[config.mk]
export PLATFORM = sky130hd
export DESIGN_NAME = chunked_frame_reassembly_unit
export DESIGN_NICKNAME = d
export VERILOG_FILES = /design/src/rtl/core/cfr_pkg.sv /design/src/rtl/core/chunked_frame_reassembly_unit.sv /design/src/rtl/core/cfr_store.sv
export SDC_FILE = /design/constraint.sdc
export NUM_CORES = 2
export LEC_CHECK = 0
export BUFFER_PORTS_ARGS = -buffer_cell sky130_fd_sc_hd__buf_4
export CAP_MARGIN = 25
export CORE_MARGIN = 2
export CORE_UTILIZATION = 45
export CTS_CLUSTER_SIZE = 40
export DETAILED_ROUTE_END_ITERATION = 10
export GPL_TIMING_DRIVEN = 0
export PLACE_DENSITY = 0.58
export SLEW_MARGIN = 5
export SYNTH_ARGS = -nofsm -noshare
export SYNTH_HDL_FRONTEND = slang
export SYNTH_SLANG_ARGS = --single-unit
[constraint.sdc]
create_clock -name clock -period 6.4 [get_ports clock]
set_input_delay 1.28 -clock clock [delete_from_list [all_inputs] [get_ports clock]]
set_output_delay 1.28 -clock clock [all_outputs]
set_load 0.01 [all_outputs]
[src/rtl/core/cfr_pkg.sv]
`default_nettype none
package cfr_pkg;

   typedef enum logic [1:0] {
      OP_HEADER = 2'd0,
      OP_DATA   = 2'd1,
      OP_READ   = 2'd2,
      OP_NONE   = 2'd3
   } op_type;

   typedef enum logic [1:0] {
      ST_INVALID  = 2'd0,
      ST_OK       = 2'd1,
      ST_ACCEPTED = 2'd2,
      ST_COMPLETE = 2'd3
   } status_type;

   typedef struct packed {
      logic [1:0]  op;
      logic [7:0]  seg_num;
      logic [7:0]  seg_len;
      logic [31:0] generation;
      logic [7:0]  data_byte;
      logic [7:0]  read_address;
   } req_type;

   typedef struct packed {
      logic [1:0] status;
      logic [7:0] read_data;
      logic       active;
   } rsp_type;

   localparam int OFFSET_W = 16;

endpackage
`default_nettype wire

[src/rtl/core/chunked_frame_reassembly_unit.sv]
`default_nettype none
// Rebuilds one frame of FRAME_BYTES bytes from CHUNK_COUNT numbered chunks of
// CHUNK_BYTES bytes (the last one short). busy is always low: one word is taken
// every cycle and its result, if it has one, appears with rsp_valid in the next
// cycle, held in the single register stage after the header/data checks and in
// the registered read port of the frame store. The receiver cannot stall
// and must take every result in the cycle it is shown. A data word that is not
// the last byte of its chunk gives no result.
module chunked_frame_reassembly_unit #(
   parameter int FRAME_BYTES = 256,
   parameter int CHUNK_BYTES = 60,
   parameter int CHUNK_COUNT = 5
) (
   input  wire logic            clock,
   input  wire logic            reset,
   input  wire logic            start,
   output logic                 busy,
   input  wire cfr_pkg::req_type req_item,
   output logic                 rsp_valid,
   output cfr_pkg::rsp_type     rsp_item
);
   import cfr_pkg::*;

   localparam int ADDR_W = (FRAME_BYTES > 1) ? $clog2(FRAME_BYTES) : 1;
   localparam int WP_W   = $clog2(FRAME_BYTES + 1);
   localparam int BL_W   = $clog2(CHUNK_BYTES + 1);
   localparam int PI_W   = (CHUNK_COUNT > 1) ? $clog2(CHUNK_COUNT) : 1;
   localparam logic [OFFSET_W-1:0] FRAME_LEN = OFFSET_W'(FRAME_BYTES);
   localparam logic [OFFSET_W-1:0] CHUNK_LEN = OFFSET_W'(CHUNK_BYTES);

   logic [CHUNK_COUNT-1:0] mask_ff, mask_in;
   logic                   active_ff, active_in;
   logic [31:0]            gen_ff, gen_in;
   logic                   pend_ff, pend_in;
   logic [PI_W-1:0]        pidx_ff, pidx_in;
   logic [WP_W-1:0]        wp_ff, wp_in;
   logic [BL_W-1:0]        bl_ff, bl_in;
   logic                   valid_ff, valid_in;
   logic [1:0]             status_ff, status_in;
   logic                   rd_ok_ff, rd_ok_in;

   logic                   accept;
   logic [OFFSET_W-1:0]    offset;
   logic [OFFSET_W-1:0]    remain;
   logic [OFFSET_W-1:0]    exp_size;
   logic                   hdr_fail;
   logic [CHUNK_COUNT-1:0] base_mask;
   logic [CHUNK_COUNT-1:0] done_mask;
   logic                   wr_en;
   logic [ADDR_W-1:0]      rd_addr;
   logic [7:0]             rd_q;

   assign busy   = 1'b0;
   assign accept = start && !busy;

   assign offset = OFFSET_W'(req_item.seg_num) * CHUNK_LEN;
   assign remain = FRAME_LEN - offset;
   assign exp_size = (offset >= FRAME_LEN) ? '0 :
                     ((remain > CHUNK_LEN) ? CHUNK_LEN : remain);
   assign rd_addr = ADDR_W'({{ADDR_W{1'b0}}, req_item.read_address});

   always_comb begin
      mask_in   = mask_ff;
      active_in = active_ff;
      gen_in    = gen_ff;
      pend_in   = pend_ff;
      pidx_in   = pidx_ff;
      wp_in     = wp_ff;
      bl_in     = bl_ff;
      valid_in  = 1'b0;
      status_in = ST_INVALID;
      rd_ok_in  = 1'b0;
      wr_en     = 1'b0;
      hdr_fail  = 1'b0;
      base_mask = mask_ff;
      done_mask = mask_ff;
      if (accept) begin
         valid_in = 1'b1;
         unique case (op_type'(req_item.op))
            OP_HEADER: begin
               hdr_fail = (32'(req_item.seg_num) >= 32'(CHUNK_COUNT)) ||
                          (OFFSET_W'(req_item.seg_len) != exp_size) ||
                          ((req_item.seg_num != 8'd0) &&
                           (!active_ff || (gen_ff != req_item.generation)));
               pend_in = 1'b0;
               if (hdr_fail) begin
                  mask_in   = '0;
                  gen_in    = '0;
                  active_in = 1'b0;
               end else begin
                  if (req_item.seg_num == 8'd0) begin
                     base_mask = '0;
                     active_in = 1'b1;
                     gen_in    = req_item.generation;
                  end
                  pidx_in = req_item.seg_num[PI_W-1:0];
                  wp_in   = offset[WP_W-1:0];
                  bl_in   = req_item.seg_len[BL_W-1:0];
                  mask_in = base_mask;
                  if (req_item.seg_len == 8'd0) begin
                     done_mask = base_mask |
                                 (CHUNK_COUNT'(1) << req_item.seg_num[PI_W-1:0]);
                     if (&done_mask) begin
                        mask_in   = '0;
                        gen_in    = '0;
                        active_in = 1'b0;
                        status_in = ST_COMPLETE;
                     end else begin
                        mask_in   = done_mask;
                        status_in = ST_ACCEPTED;
                     end
                  end else begin
                     pend_in   = 1'b1;
                     status_in = ST_OK;
                  end
               end
            end
            OP_DATA: begin
               if (pend_ff) begin
                  wr_en = 1'b1;
                  wp_in = wp_ff + WP_W'(1);
                  bl_in = bl_ff - BL_W'(1);
                  if (bl_ff == BL_W'(1)) begin
                     pend_in   = 1'b0;
                     done_mask = mask_ff | (CHUNK_COUNT'(1) << pidx_ff);
                     if (&done_mask) begin
                        mask_in   = '0;
                        gen_in    = '0;
                        active_in = 1'b0;
                        status_in = ST_COMPLETE;
                     end else begin
                        mask_in   = done_mask;
                        status_in = ST_ACCEPTED;
                     end
                  end else begin
                     valid_in = 1'b0;
                  end
               end
            end
            OP_READ: begin
               if (32'(req_item.read_address) < 32'(FRAME_BYTES)) begin
                  rd_ok_in  = 1'b1;
                  status_in = ST_OK;
               end
            end
            OP_NONE: begin
               status_in = ST_INVALID;
            end
            default: begin
               status_in = ST_INVALID;
            end
         endcase
      end
   end

   always_ff @(posedge clock) begin
      if (reset) begin
         mask_ff   <= '0;
         active_ff <= 1'b0;
         gen_ff    <= '0;
         pend_ff   <= 1'b0;
         pidx_ff   <= '0;
         wp_ff     <= '0;
         bl_ff     <= '0;
         valid_ff  <= 1'b0;
         status_ff <= ST_INVALID;
         rd_ok_ff  <= 1'b0;
      end else begin
         mask_ff   <= mask_in;
         active_ff <= active_in;
         gen_ff    <= gen_in;
         pend_ff   <= pend_in;
         pidx_ff   <= pidx_in;
         wp_ff     <= wp_in;
         bl_ff     <= bl_in;
         valid_ff  <= valid_in;
         status_ff <= status_in;
         rd_ok_ff  <= rd_ok_in;
      end
   end

   cfr_store #(
      .DEPTH  (FRAME_BYTES),
      .ADDR_W (ADDR_W)
   ) u_store (
      .clock   (clock),
      .wr_en   (wr_en),
      .wr_addr (wp_ff[ADDR_W-1:0]),
      .wr_data (req_item.data_byte),
      .rd_addr (rd_addr),
      .rd_data (rd_q)
   );

   assign rsp_valid          = valid_ff;
   assign rsp_item.status    = status_ff;
   assign rsp_item.read_data = rd_ok_ff ? rd_q : 8'd0;
   assign rsp_item.active    = active_ff;

endmodule
`default_nettype wire

[src/rtl/core/cfr_store.sv]
`default_nettype none
module cfr_store #(
   parameter int DEPTH  = 256,
   parameter int ADDR_W = 8
) (
   input  wire logic              clock,
   input  wire logic              wr_en,
   input  wire logic [ADDR_W-1:0] wr_addr,
   input  wire logic [7:0]        wr_data,
   input  wire logic [ADDR_W-1:0] rd_addr,
   output logic      [7:0]        rd_data
);

   logic [7:0] mem [DEPTH];

   always_ff @(posedge clock) begin
      if (wr_en) begin
         mem[wr_addr] <= wr_data;
      end
      rd_data <= mem[rd_addr];
   end

endmodule
`default_nettype wire

==> results.sh <==
export IMPL_status="completed"
export IMPL_synth_fp_nets=3849
export IMPL_final_common_cell="edfxtp_1"
export IMPL_num_io_pins=82
export IMPL_rr_startpoint="gen_ff[29]"
export IMPL_regToRegSetupSlack_ns=2.58
export IMPL_min_path_cells=2
export IMPL_firstDrtPassIters=6
export IMPL_grt_pass1_vias=40500
export IMPL_synth_ff_type="edfxtp_1"
export IMPL_end_kind="register"
export IMPL_postCtsSetupBuffers=0
export IMPL_clock_sinks=2116
export IMPL_antenna_found_initial=21
export IMPL_htree_levels=4
export IMPL_grt_util_all_layers=0.231
export IMPL_nFillCells=14400
export IMPL_finalWirelength_um=216000
export IMPL_p_leak_nw=29.4
export IMPL_yosys_area_top_type="edfxtp_1"
export IMPL_seq_area_frac_synth=0.754
export IMPL_dieWidth_um=434
export IMPL_ys_ff_latch=2116
export IMPL_critPathLaunchType="input pin"
export IMPL_dp_cells=6326
export IMPL_syn_area_per_cell_um2=22.3
export IMPL_whs_endpoint="bl_ff[1]"
export IMPL_grt_start_max_net_pins=137
export IMPL_num_vias=40400
export IMPL_final_min_clock_period_ns=5.47
export IMPL_drtAntennaViolNets=0
export IMPL_cts_resized=0
export IMPL_holdCritStartpoint="bl_ff[1]"
export IMPL_timing_rr_end="wp_ff[2]"
export IMPL_dp_hpwl_um=142000
export IMPL_die_area_mm2=0.189
export IMPL_slew_violations=0
export IMPL_netlist_instances=3737
export IMPL_grt_pass1_wl_um=305000
export IMPL_rr_worst_depth=10
export IMPL_port_buffers=71
export IMPL_fin_skew_ns=0.0291
export IMPL_cts_tree="done"
export IMPL_drive_gt1_frac=0.279
export IMPL_cts_made_buffers=212
export IMPL_worstPathArrival_ns=6.24
export IMPL_async_flop_share=0
export IMPL_synthDistinctLibCells=70
export IMPL_worstSetupPathType="in -> reg"
export IMPL_rows=157
export IMPL_hold_class="reg -> reg"
export IMPL_multiInputGateArea_mm2=0.0195
export IMPL_cts_buffer_depth=3
export IMPL_viasPerCell=5.99
export IMPL_core_area_mm2=0.183
export IMPL_worst_slew_pin_transition_ns=1.08
export IMPL_cts_hold_buf=0
export IMPL_cp_required_ns=7.16
export IMPL_mostFrequentLayoutCells="edfxtp_1, mux4_2, nor2_1"
export IMPL_rsz0062_at_grt="false"
export IMPL_placed_area_mm2=0.0880
export IMPL_finalCritPeriodShare=0.855
export IMPL_powerDensity_mw_per_mm2=310
export IMPL_post_route_drc_count=0
export IMPL_drv_cap=0
export IMPL_gp_congestion=0.842
export IMPL_yosysWarnings=0
export IMPL_die_y_um=434
export IMPL_final_cells=6743
export IMPL_synth_edf_count=2048
export IMPL_start_util=0.454
export IMPL_register_area_mm2=0.0629
export IMPL_peakVddDrop_uv=269
export IMPL_area_delta_synth_final_pct=14.4
export IMPL_slew_headroom=0.278
export IMPL_wl_per_cell_um=32.1
export IMPL_fmax_mhz=183
export IMPL_synth_cell_area_mm2=0.0833
export IMPL_final_nets=4209
export IMPL_setup_viol=0
export IMPL_netlist_area_leader_share=0.738
export IMPL_grt_overflow=0
export IMPL_path_max_fanout=10
export IMPL_fin_area_mm2=0.0953
export IMPL_drt_iter0_drc=4875
export IMPL_cts_root_buffer="clkbuf_16"
export IMPL_synth_area_leaders="edfxtp_1, mux4_2, dfxtp_1, nor2_1, clkbuf_1"
export IMPL_clk_latency_ns=0.84
export IMPL_finalHoldViolations=0
export IMPL_cts_reportedPaths_clkPinSlew_ns=0.06
[routing by layer]
| metal | share of wire | GRT usage |
|---|---|---|
| met1 | 0.42 | 0.332 |
| met2 | 0.49 | 0.371 |
| met3 | 0.072 | 0.0401 |
| met4 | 0.023 | 0.0569 |
| met5 | 0.000060 | 0 |
[through the flow]
stage               setup TNS (ns)  utilization  total power [mW]  worst slack, ns  hold slack (ns)
global route                     0        0.519              30.3            0.563            0.524
CTS                              0        0.518              29.7             1.00            0.484
detailed placement               0        0.480              17.3            0.131            0.476
floorplan                        0            -              16.4            0.791            0.447
finish                           0        0.519              29.5            0.926            0.482
global placement            -28.54        0.474              17.2           -0.276            0.462
[synth_stat cells (5+ instances only)]
master,n
xor2_1,9
buf_1,62
nor3b_1,5
nor2_1,279
o32ai_1,7
o211ai_1,5
buf_2,7
xnor2_1,30
and3_1,5
ha_1,30
mux4_2,680
fa_1,13
nand2_1,68
a22oi_1,5
and2_1,12
nor3_1,16
dfxtp_1,68
a32o_1,32
o22ai_1,6
nand3_1,24
edfxtp_1,2048
clkbuf_1,139
nand4_1,17
a21o_1,11
inv_1,32
nor2b_1,9
o21ai_0,10
a21oi_1,33
nor4_1,6
[final cells by class]
type	count	share of cell area
sequential	2116	0.660
multi-input combinational	1376	0.205
clock buffer	260	0.0591
tap	2464	0.0323
timing repair buffer	146	0.0190
clock inverter	134	0.0145
buffer	213	0.00912
inverter	32	0.00126
antenna	2	0.0000525
[sequential cells by signal (all words and copies together) (netlist names)]
| register | count |
|---|---|
| active_ff | 1 |
| wp_ff | 8 |
| status_ff | 2 |
| pidx_ff | 3 |
| rsp_valid | 1 |
| mask_ff | 5 |
| pend_ff | 1 |
| bl_ff | 6 |
| rd_ok_ff | 1 |
| gen_ff | 32 |
| u_store.mem | 2048 |
| u_store.rd_data | 8 |
[worst max path at each step]
stage            startpoint                  end  slack [ns]  depth (start not counted)
3_3_place_gp   req_item[64]  u_store.mem[107][2]       -0.28                          7
3_5_place_dp   req_item[59]           gen_ff[11]        0.13                         17
5_1_grt        req_item[59]            gen_ff[0]        0.56                         17
6_report       req_item[59]            gen_ff[0]        0.93                         17
4_1_cts        req_item[59]            gen_ff[0]         1.0                         17
2_1_floorplan  req_item[60]             wp_ff[6]        0.79                         17
[critical path, cell delays in order]
cell	delay, ns
buf_4	0.13
inv_1	0.21
fa_1	0.48
fa_1	0.49
inv_1	0.04
ha_1	0.36
and3_1	0.24
or3_4	0.39
a211oi_2	0.33
a31o_2	0.23
nand4_1	0.25
o21ai_0	0.30
and4_1	0.30
nand3_1	0.18
nor4_2	0.54
buf_2	0.34
a32o_1	0.15
[cells by family (layout without fill, tap and decap cells)]
family                     count (synthesis)  after routing  share of synthesized area
AOI/OAI and AO/OA                        146            146                     0.0137
adders and majority gates                 43             43                    0.00763
xor gates and xnor gates                  40             40                    0.00438
buffers and inverters                    245            785                     0.0115
DFF                                     2116           2116                      0.754
muxes                                    681            681                      0.184
other                                      1              3                  0.0000450
and+or+nand+nor                          465            465                     0.0246
[power by group]
| group | total [mW] | switching (mW) | internal [mW] |
|---|---|---|---|
| Sequential | 15.2 | 0.00444 | 15.2 |
| Clock | 12.5 | 5.25 | 7.29 |
| Combinational | 1.77 | 1.04 | 0.731 |
(Power assumes the default switching activity.)
